**config.mk**
```make
export PLATFORM = sky130hd
export DESIGN_NAME = bcfc_cfg_regs
export DESIGN_NICKNAME = d
export VERILOG_FILES = /design/src/bcfc_pkg.sv /design/src/bcfc_cfg_regs.sv
export SDC_FILE = /design/constraint.sdc
export NUM_CORES = 1
export LEC_CHECK = 0
export ABC_AREA = 1
export ABC_CLOCK_PERIOD_IN_PS = 1000
export BUFFER_PORTS_ARGS = -buffer_cell sky130_fd_sc_hd__buf_2
export CORE_MARGIN = 3
export CORE_UTILIZATION = 36
export CTS_CLUSTER_SIZE = 40
export DETAILED_ROUTE_END_ITERATION = 8
export GPL_TIMING_DRIVEN = 0
export HOLD_SLACK_MARGIN = 0.05
export PLACE_DENSITY_LB_ADDON = 0.25
export SLEW_MARGIN = 10
export SYNTH_ARGS = -nofsm -noshare
export SYNTH_HDL_FRONTEND = slang
export SYNTH_SLANG_ARGS = --single-unit
```
**constraint.sdc**
```tcl
create_clock -name clk_i -period 1 [get_ports clk_i]
set_input_delay 0.15 -clock clk_i [delete_from_list [all_inputs] [get_ports clk_i]]
set_output_delay 0.15 -clock clk_i [all_outputs]
set_load 0.005 [all_outputs]
```
**src/bcfc_pkg.sv**
```systemverilog
// ----------------------------------------------------------------------------
// bcfc_pkg
// Shared types and constants of the box corner frustum cull block.
// ----------------------------------------------------------------------------
`default_nettype none

package bcfc_pkg;

  localparam int unsigned NUM_REGS    = 8;
  localparam int unsigned REG_IDX_W   = 3;
  localparam int unsigned ADDR_W      = REG_IDX_W + 2;
  localparam int unsigned DATA_W      = 32;
  localparam int unsigned MAT_W       = 16;
  localparam int unsigned CTR_W       = 24;
  localparam int unsigned TAG_W       = 10;
  localparam int unsigned EXT_W       = 19;
  localparam int unsigned CLIP_W      = 44;
  localparam int unsigned NUM_ROWS    = 4;
  localparam int unsigned NUM_AXES    = 3;
  localparam int unsigned NUM_CORNERS = 8;
  localparam int unsigned W_ROW       = 3;
  localparam int unsigned ONE_SHIFT   = 8;

  // reset matrix is identity, listed from register 7 down to register 0
  localparam logic [NUM_REGS-1:0][DATA_W-1:0] REG_RESET = {
    32'h1000_0000, 32'h0000_0000, 32'h0000_1000, 32'h0000_0000,
    32'h0000_0000, 32'h1000_0000, 32'h0000_0000, 32'h0000_1000
  };

  typedef logic [NUM_ROWS-1:0][NUM_ROWS-1:0][MAT_W-1:0] mat_t;
  typedef logic signed [CLIP_W-1:0] clip_t;
  typedef logic [NUM_CORNERS-1:0][NUM_ROWS-1:0][CLIP_W-1:0] corner_clip_t;

  typedef struct packed {
    logic             valid;
    logic             x_only;
    logic [TAG_W-1:0] tag;
  } beat_ctl_t;

endpackage

`default_nettype wire

```
**src/bcfc_cfg_regs.sv**
```systemverilog
// ----------------------------------------------------------------------------
// bcfc_cfg_regs
// APB register file holding the packed 4x4 view-projection matrix.
// ----------------------------------------------------------------------------
`default_nettype none

module bcfc_cfg_regs (
  input  wire logic                        clk_i,
  input  wire logic                        rst_ni,
  input  wire logic                        psel,
  input  wire logic                        penable,
  input  wire logic                        pwrite,
  input  wire logic [bcfc_pkg::ADDR_W-1:0] paddr,
  input  wire logic [bcfc_pkg::DATA_W-1:0] pwdata,
  output logic      [bcfc_pkg::DATA_W-1:0] prdata,
  output logic                             pready,
  output bcfc_pkg::mat_t                   mat_o
);

  logic [bcfc_pkg::NUM_REGS-1:0][bcfc_pkg::DATA_W-1:0] regs_q;
  logic [bcfc_pkg::REG_IDX_W-1:0]                      idx;
  logic                                                wr_en;

  assign idx    = paddr[bcfc_pkg::ADDR_W-1:2];
  assign pready = 1'b1;
  assign wr_en  = psel && penable && pwrite && pready;
  assign prdata = regs_q[idx];

  always_ff @(posedge clk_i or negedge rst_ni) begin
    if (!rst_ni) begin
      regs_q <= bcfc_pkg::REG_RESET;
    end else if (wr_en) begin
      regs_q[idx] <= pwdata;
    end
  end

  // row r: even register holds columns 0 and 1, odd register columns 2 and 3
  always_comb begin
    for (int r = 0; r < bcfc_pkg::NUM_ROWS; r++) begin
      mat_o[r][0] = regs_q[2*r][15:0];
      mat_o[r][1] = regs_q[2*r][31:16];
      mat_o[r][2] = regs_q[2*r+1][15:0];
      mat_o[r][3] = regs_q[2*r+1][31:16];
    end
  end

endmodule

`default_nettype wire

```
==> flow_summary.ini, run 1 <==
[cells_and_area]
fin_nets = 2402
diodes = 0
area_growth_pct = 53.44
fin_cells = 2838
largest_reg_flops = 256
multi_input_area_mm2 = 0.005743
nFillCells = 3231
seqCellArea_mm2 = 0.006411
layout-drive-gt1-share_pct = 30.89

[timing]
tightest_slew_ps = 829.8
whs_ps = -366.7
worst_slack_ps = -757.7
drv_slew = 0
setup_viol_count_final = 292
hold_viol = 92
clock_skew_ps = 0
timing.final.crit_share_pct = 175.8
max_freq_mhz = 568.9
rsz0062_at_grt = yes
maxSlewHeadroom_pct = 44.68
period_needed_ps = 1758

[critical_path]
rr_worst_depth = 5
cp-end-kind = output pin
cp_cell_sequence = nand2_1, nand2_1, nand2_1, nand2_1, nand2_1, nand2_1, buf_2
reg2reg_to = mat_o[64]$_DFFE_PN0P_
critical_path_arrival_ps = 1610
critPathRequiredTime_ps = 850
max_stage_delay_ps = 540
critPathBufInv = 1
r2r-start = mat_o[64]$_DFFE_PN0P_
critPathMostFrequentCell = nand2_1
crit_slowest_cell = dfstp_2
critPathTopFamily = flip-flops
regToRegSetupSlack_ps = -30
start_kind = register
cp_max_fo = 2
path_class = reg -> out

[routing]
antenna_left = 0
drt-initial-drc-count = 1245
wire_per_inst_um = 21.11
wl_mm = 59.91
drt_pass1_iterations = 5
drt-vias-per-instance = 5.152
drc = 0
vias = 14620

[synth]
ys_top_cells_by_count = nand2_1 (1042), dfrtp_1 (252), o21ai_0 (221), clkbuf_1 (41), nor2_1 (36)
postSynthNetCount = 1811
synth_edf_count = 0
synth_cell_types = 26
synth_warnings = 0
synth_cells = 1769
synth_area_mm2 = 0.01296
ys_seq_elements = 256
yosys.cell_count.top_type = nand2_1
synthFlopType = dfrtp_1
synth_top_area_cell = dfrtp_1
syn_area_per_cell_um2 = 7.329
async_flop_share_pct = 100.0
ys_seq_area_share_pct = 49.45
synthTopCellsByArea = dfrtp_1 (49%), nand2_1 (30%), o21ai_0 (8.5%)
synth_top_area_share_pct = 48.64

[clocking]
clock-sinks = 256
cts-root-buf = clkbuf_16
cts_tree = built
clk_latency_ps = 560
hold_buffers = 32
cts.htree.levels = 1
clk_path_buf_depth = 3
numCtsBuffers = 30
clk_pin_slew_worst_paths_ps = 60

[placed_design]
hpwl_mm = 39.68
pre_cts_ws_ps = -834.4
dpl.cell_count = 2551
port_buffers = 325
place.gp.congestion = 0.8835

[pwr]
p_seq_share_pct = 36.2
comb_power_share_pct = 34.8
p_int_w = 0.02643
power_density_mw_per_mm2 = 1939
clkPwrFrac_pct = 29.0
power.switching_w = 0.01215
leakage_nw = 11.02
p_sw_share_pct = 31.49
ir_drop_mv = 1.297

[global_route]
grtUsageTotal_pct = 29.98
grt_max_degree = 97
grt_first_pass_wirelength_mm = 87.64
grt_pass1_vias = 14050
antenna_found_initial = 0
overflow = 0

[run]
cap_viol_max_count = 0

[die]
die_area_mm2 = 0.03833
die_h_um = 195.8
ios = 331
rows = 68
die_x_um = 195.8
core_mm2 = 0.03505
initial_core_util_pct = 36.99

[min_path]
hp-class = in -> async

[run_status]
outcome = complete, but fails checks
violations = negative hold slack, negative setup slack
## what timing repair did
action / 4_1_cts / 5_1_grt
hold endpoints to repair: 348 / 93
gates resized for setup: 283 / 159
pin swaps: 86 / 76
setup buffers: 144 / 111
endpoints found under the setup margin: 396 / 440
## power by group through the flow
| stage | combinational, W | sequential (W) | clock [W] |
|---|---|---|---|
| global route | 0.0146 | 0.0141 | 0.0117 |
| finish | 0.0134 | 0.0140 | 0.0112 |
| CTS | 0.0122 | 0.0139 | 0.0112 |
| floorplan | 0.00360 | 0.0141 | 0 |
| global placement | 0.00776 | 0.0142 | 0 |
| detailed placement | 0.00793 | 0.0142 | 0 |
## layout make-up
class | count | area share, %
buffer | 117 | 4.730
clock buffer | 48 | 4.371
clock inverter | 7 | 0.5535
inverter | 37 | 0.7485
multi-input combinational | 1359 | 28.87
sequential | 256 | 32.23
tap | 455 | 2.862
timing repair buffer | 559 | 25.64
## cells by family (layout without fill, tap and decap cells)
| logic type | Yosys count | count (layout) | share of synthesized area, % |
|---|---|---|---|
| AND/OR/NAND/NOR | 1102 | 1102 | 33.30 |
| flip-flops | 256 | 256 | 49.45 |
| AO/OA/AOI/OAI | 256 | 256 | 10.69 |
| other | 1 | 1 | 0.02892 |
| buffers and inverters | 154 | 768 | 6.524 |
## per-stage QoR
stage                     hold WS [ps]  instance area, um2  TNS (ps)  util, %  total power (W)
after floorplan                 -145.6               13150     -2351        -          0.01767
after global placement           428.1               15350  -1435560    43.79          0.02196
after detailed placement         248.5               15410   -182780    43.97          0.02218
final                           -366.7               19890    -99980    56.75          0.03858
after global routing            -308.4               19890   -109010    56.75          0.04037
after CTS                       -343.9               19160   -106970    54.67          0.03729
## worst max path at each step
stage,from,endpoint,slack [ps],cells past startpoint
after floorplan,paddr[2],prdata[10],-70,10
after global placement,rst_ni,mat_o[209]$_DFFE_PN0P_,-5050,1
after detailed placement,paddr[4],prdata[19],-830,6
after CTS,mat_o[12]$_DFFE_PN1P_,prdata[12],-760,7
after global routing,mat_o[12]$_DFFE_PN1P_,prdata[12],-820,7
final,mat_o[92]$_DFFE_PN1P_,prdata[28],-760,7
## routing by layer
metal	GRT usage, %	share of wire [%]
met5	0	0
met3	6.148	9.6
met4	9.691	3.7
met1	39.96	40
met2	49.12	46
## layout by cell type (no fill, tap or decap), types with 2 or more instances in the layout
master	instances
buf_2	182
a21oi_2	28
buf_6	354
buf_16	2
nor2_8	4
dfrtp_1	252
nand2_1	1031
dfstp_2	4
o21ai_1	70
bufinv_16	3
dlygate4sd3_1	32
nor2_1	36
o21ai_0	154
clkbuf_1	22
clkbuf_8	10
buf_1	4
nand2_4	3
nand2_2	11
nand3_4	3
nand3_1	3
clkdlybuf4s15_2	3
inv_1	34
nor2_4	5
clkinv_2	4
buf_8	3
clkbuf_16	31
a21oi_1	4
buf_4	50
nand4_1	4
clkbuf_2	29
(Power assumes the default switching activity.)
==> inputs of run 2 (changes only) <==
--- a/config.mk
+++ b/config.mk
@@ -10,7 +10,8 @@
 export BUFFER_PORTS_ARGS = -buffer_cell sky130_fd_sc_hd__buf_2
 export CORE_MARGIN = 3
 export CORE_UTILIZATION = 36
-export CTS_CLUSTER_SIZE = 40
+export CTS_CLUSTER_DIAMETER = 100
+export CTS_CLUSTER_SIZE = 8
 export DETAILED_ROUTE_END_ITERATION = 8
 export GPL_TIMING_DRIVEN = 0
 export HOLD_SLACK_MARGIN = 0.05
==> constraint.sdc (replaced) <==
create_clock -name clk_i -period 1 [get_ports clk_i]
set_input_delay 0.1 -clock clk_i [delete_from_list [all_inputs] [get_ports clk_i]]
set_output_delay 0.1 -clock clk_i [all_outputs]
set_load 0.005 [all_outputs]
==> flow_summary.ini, run 2 (same netlist as run 1, synthesis figures left out) <==
[die]
die_x_um = 195.8
initial_core_util_pct = 36.99
core_mm2 = 0.03505
die_area_mm2 = 0.03833
ios = 331
rows = 68
die_h_um = 195.8

[clocking]
clk_path_buf_depth = 3
clk_latency_ps = 510
cts-root-buf = clkbuf_16
clock-sinks = 256
clk_pin_slew_worst_paths_ps = 50
hold_buffers = 32
cts.htree.levels = 2
numCtsBuffers = 37
cts_tree = built

[cells_and_area]
area_growth_pct = 51.63
mostFrequentLayoutCell = nand2_1
seqCellArea_mm2 = 0.006411
fin_nets = 2399
stdcell_area_mm2 = 0.01966
multi_input_area_mm2 = 0.005746
layout-drive-gt1-share_pct = 30.53
nFillCells = 3194
largest_reg_flops = 256
diodes = 0
final_cell_mix = nand2_1 (1030), buf_6 (339), dfrtp_1 (252)
fin_cells = 2823

[routing]
vias = 14670
drt_pass1_iterations = 6
drc = 0
antenna_left = 0
wl_mm = 60.44
drt-initial-drc-count = 1265
wire_per_inst_um = 21.41
drt-vias-per-instance = 5.198

[timing]
whs_ps = -443.3
setup_viol_count_final = 290
drv_slew = 0
period_needed_ps = 1626
tightest_slew_ps = 773.3
hold_viol = 75
worst_slack_ps = -625.8
rsz0062_at_grt = yes
maxSlewHeadroom_pct = 48.45
max_freq_mhz = 615.1
clock_skew_ps = 0
timing.final.crit_share_pct = 162.6

[critical_path]
reg2reg_to = mat_o[244]$_DFFE_PN0P_
rr_worst_depth = 5
critical_path_arrival_ps = 1530
path_class = reg -> out
start_kind = register
cp-end-kind = output pin
r2r-start = mat_o[244]$_DFFE_PN0P_
critPathRequiredTime_ps = 900
cp_max_fo = 2
regToRegSetupSlack_ps = -30

[placed_design]
hpwl_mm = 39.69
dpl.cell_count = 2551
place.gp.congestion = 0.8820
port_buffers = 325
placed_area_mm2 = 0.01523
pre_cts_ws_ps = -690.7

[min_path]
hp-class = in -> async

[run_status]
outcome = complete, but fails checks
violations = negative hold slack, negative setup slack

[pwr]
power_density_mw_per_mm2 = 1955
leakage_nw = 10.91
ir_drop_mv = 1.401

[global_route]
overflow = 0
grt_max_degree = 96
antenna_found_initial = 1
grt_first_pass_wirelength_mm = 87.84
grtUsageTotal_pct = 30.25
grt_pass1_vias = 14150

[run]
cap_viol_max_count = 0
run 2: cell type report:
type / count / share of cell area, %
buffer: 117 / 3.959
clock buffer: 50 / 4.958
inverter: 37 / 0.7319
multi-input combinational: 1359 / 29.23
sequential: 256 / 32.61
tap: 455 / 2.896
timing repair buffer: 549 / 25.62
run 2: metal layers:
metal	GRT usage, %	up-vias	share of wire (%)
li1	-	6678	-
met5	0	-	0.022
met1	39.08	6965	39
met3	6.543	164	10
met2	49.30	864	46
met4	12.70	2	4.8
run 2: stage by stage:
stage               setup TNS, ps  hold slack [ps]  total power [W]  util [%]
detailed placement        -180360            96.93          0.02207     43.44
finish                     -66480           -443.3          0.03843     56.08
CTS                        -66400           -438.9          0.03719     53.96
floorplan                  -313.0           -195.6          0.01754         -
global route               -75340           -408.4          0.04025     56.08
global placement         -1397860            380.0          0.02186     43.25
run 2: worst max-delay path, stage by stage, from the launching register on:
cell	delay, ps
dfstp_2	550
nand2_1	50
nand2_1	60
nand2_1	50
nand2_1	60
nand2_1	40
nand2_1	100
buf_2	120
run 2: how the worst max path moves through the flow:
stage / from / slack [ps] / cells past startpoint / endpoint
5_1_grt: mat_o[172]$_DFFE_PN1P_ / -720 / 7 / prdata[12]
3_3_place_gp: rst_ni / -5000 / 1 / mat_o[50]$_DFFE_PN0P_
6_report: mat_o[12]$_DFFE_PN1P_ / -630 / 7 / prdata[12]
2_1_floorplan: paddr[2] / -10 / 10 / prdata[27]
3_5_place_dp: penable / -690 / 7 / mat_o[134]$_DFFE_PN0P_
4_1_cts: mat_o[12]$_DFFE_PN1P_ / -630 / 7 / prdata[12]
run 2: power breakdown:
group,switching [W],total [W],internal [W]
logic,0.00601,0.0132,0.00720
registers,0.00160,0.0140,0.0124
clock network,0.00455,0.0112,0.00667
run 2: repair_timing:
action,in CTS,in global routing
setup buffers,136,97
gates cloned,0,1
hold endpoints to repair,326,71
endpoints found under the setup margin,391,492
pin swaps,77,67
resized for setup,307,145
==> inputs of run 3 (changes only) <==
--- a/config.mk
+++ b/config.mk
@@ -8,7 +8,6 @@
 export ABC_AREA = 1
 export ABC_CLOCK_PERIOD_IN_PS = 1000
 export BUFFER_PORTS_ARGS = -buffer_cell sky130_fd_sc_hd__buf_2
-export CORE_MARGIN = 3
 export CORE_UTILIZATION = 36
 export CTS_CLUSTER_DIAMETER = 100
 export CTS_CLUSTER_SIZE = 8
==> flow_summary.ini, run 3 (same netlist as run 1, synthesis figures left out) <==
[clocking]
cts_tree = built
clk_latency_ps = 510
numCtsBuffers = 37
clk_pin_slew_worst_paths_ps = 50
clk_path_buf_depth = 3
clock-sinks = 256
cts-root-buf = clkbuf_16
hold_buffers = 32
cts.htree.levels = 2

[cells_and_area]
final_cell_mix = nand2_1 (1023), buf_6 (342), dfrtp_1 (252)
finalCoreUtilization_pct = 55.71
layout-drive-gt1-share_pct = 31.04
area_growth_pct = 52.48
stdcell_area_mm2 = 0.01977
fin_nets = 2408
mostFrequentLayoutCell = nand2_1
diodes = 0
largest_reg_flops = 256

[timing]
period_needed_ps = 1657
drv_slew = 0
rsz0062_at_grt = yes
whs_ps = -375.8
timing.final.crit_share_pct = 165.7
hold_viol = 88
setup_viol_count_final = 289
clock_skew_ps = 0
maxSlewHeadroom_pct = 46.95
max_freq_mhz = 603.6
worst_slack_ps = -656.8
tightest_slew_ps = 795.7

[routing]
vias = 14690
wl_mm = 59.57
wire_per_inst_um = 20.94
drt_pass1_iterations = 5
drt-initial-drc-count = 1312
drc = 0
drt-vias-per-instance = 5.163
antenna_left = 0

[global_route]
grtUsageTotal_pct = 31.49
grt_pass1_vias = 13950
grt_first_pass_wirelength_mm = 84.97
overflow = 0
antenna_found_initial = 1
grt_max_degree = 94

[critical_path]
critical_path_arrival_ps = 1560
critPathMostFrequentCell = nand2_1
cp_max_fo = 2
cp-end-kind = output pin
start_kind = register
crit_slowest_cell = dfstp_2
max_stage_delay_ps = 540
critPathRequiredTime_ps = 900
path_class = reg -> out
cp_cell_sequence = nand2_2, nand2_1, nand2_1, nand2_1, nand2_1, nand2_2, buf_2
regToRegSetupSlack_ps = -30

[die]
die_h_um = 191.8
core_mm2 = 0.03548
ios = 331
rows = 69
die_area_mm2 = 0.03678
initial_core_util_pct = 36.54
die_x_um = 191.8

[run]
cap_viol_max_count = 0

[pwr]
fin_total_pwr_w = 0.03872
ir_drop_mv = 1.486
power_density_mw_per_mm2 = 1959
leakage_nw = 10.96

[run_status]
violations = negative hold slack, negative setup slack
outcome = complete, but fails checks

[min_path]
hp-class = in -> async

[placed_design]
place.gp.congestion = 0.8992
placed_area_mm2 = 0.01523
hpwl_mm = 39.03
port_buffers = 325
run 3: cell types whose count changed in the layout (fill, tap and decap cells not counted), sizes merged:
cell | before | now
buf | 586 | 592
clkbuf | 96 | 106
run 3: what timing repair did:
action | in CTS | in global routing
setup buffers | 110 | 121
hold endpoints to repair | 345 | 90
setup endpoints to repair | 366 | 394
gates resized for setup | 240 | 216
pin swaps | 56 | 87
run 3: cell type report:
cell class                      instances  area (um2)
Buffer                                117       777.0
Clock buffer                           57        1001
Fill cell                            3235       15710
Inverter                               37       143.9
Multi-Input combinational cell       1359        5772
Sequential cell                       256        6411
Tap cell                              461       576.8
Timing Repair Buffer                  558        5087
run 3: worst max-delay path, delay by kind of cell, from the launching register on:
kind	cells	cell delay, ps
buf+inv	1	110
flops	1	540
simple gates	6	400
run 3: worst paths after layout:
kind / endpoint / from / cells after the start
max: prdata[28] / mat_o[252]$_DFFE_PN1P_ / 7
min: mat_o[194]$_DFFE_PN0P_ / rst_ni / 1
max reg2reg: mat_o[252]$_DFFE_PN1P_ / mat_o[252]$_DFFE_PN1P_ / 5
min reg2reg: mat_o[68]$_DFFE_PN0P_ / mat_o[68]$_DFFE_PN0P_ / 2
max in group asynchronous: mat_o[21]$_DFFE_PN0P_ / rst_ni / 2
min in group clk_i: mat_o[127]$_DFFE_PN0P_ / paddr[2] / 4
run 3: power by group:
| part | internal, W | switching [W] |
|---|---|---|
| Combinational | 0.00726 | 0.00597 |
| Sequential | 0.0124 | 0.00166 |
| Clock | 0.00678 | 0.00465 |
| Total | 0.0264 | 0.0123 |
run 3: per-layer routing:
metal	vias to the layer above	share of wire [%]	track usage, %
met1	7049	40	40.69
met5	-	0.018	0
met4	2	4.8	16.06
met3	176	9.3	5.993
met2	771	46	50.14
li1	6692	-	-
run 3: stage by stage:
stage	TNS, ps	setup WS, ps	cells
floorplan	-313.0	-11.81	1769
global placement	-1386810	-4945	2555
detailed placement	-149180	-725.7	2557
CTS	-65210	-656.6	2756
global route	-76040	-766.6	2845
finish	-69690	-656.8	2845
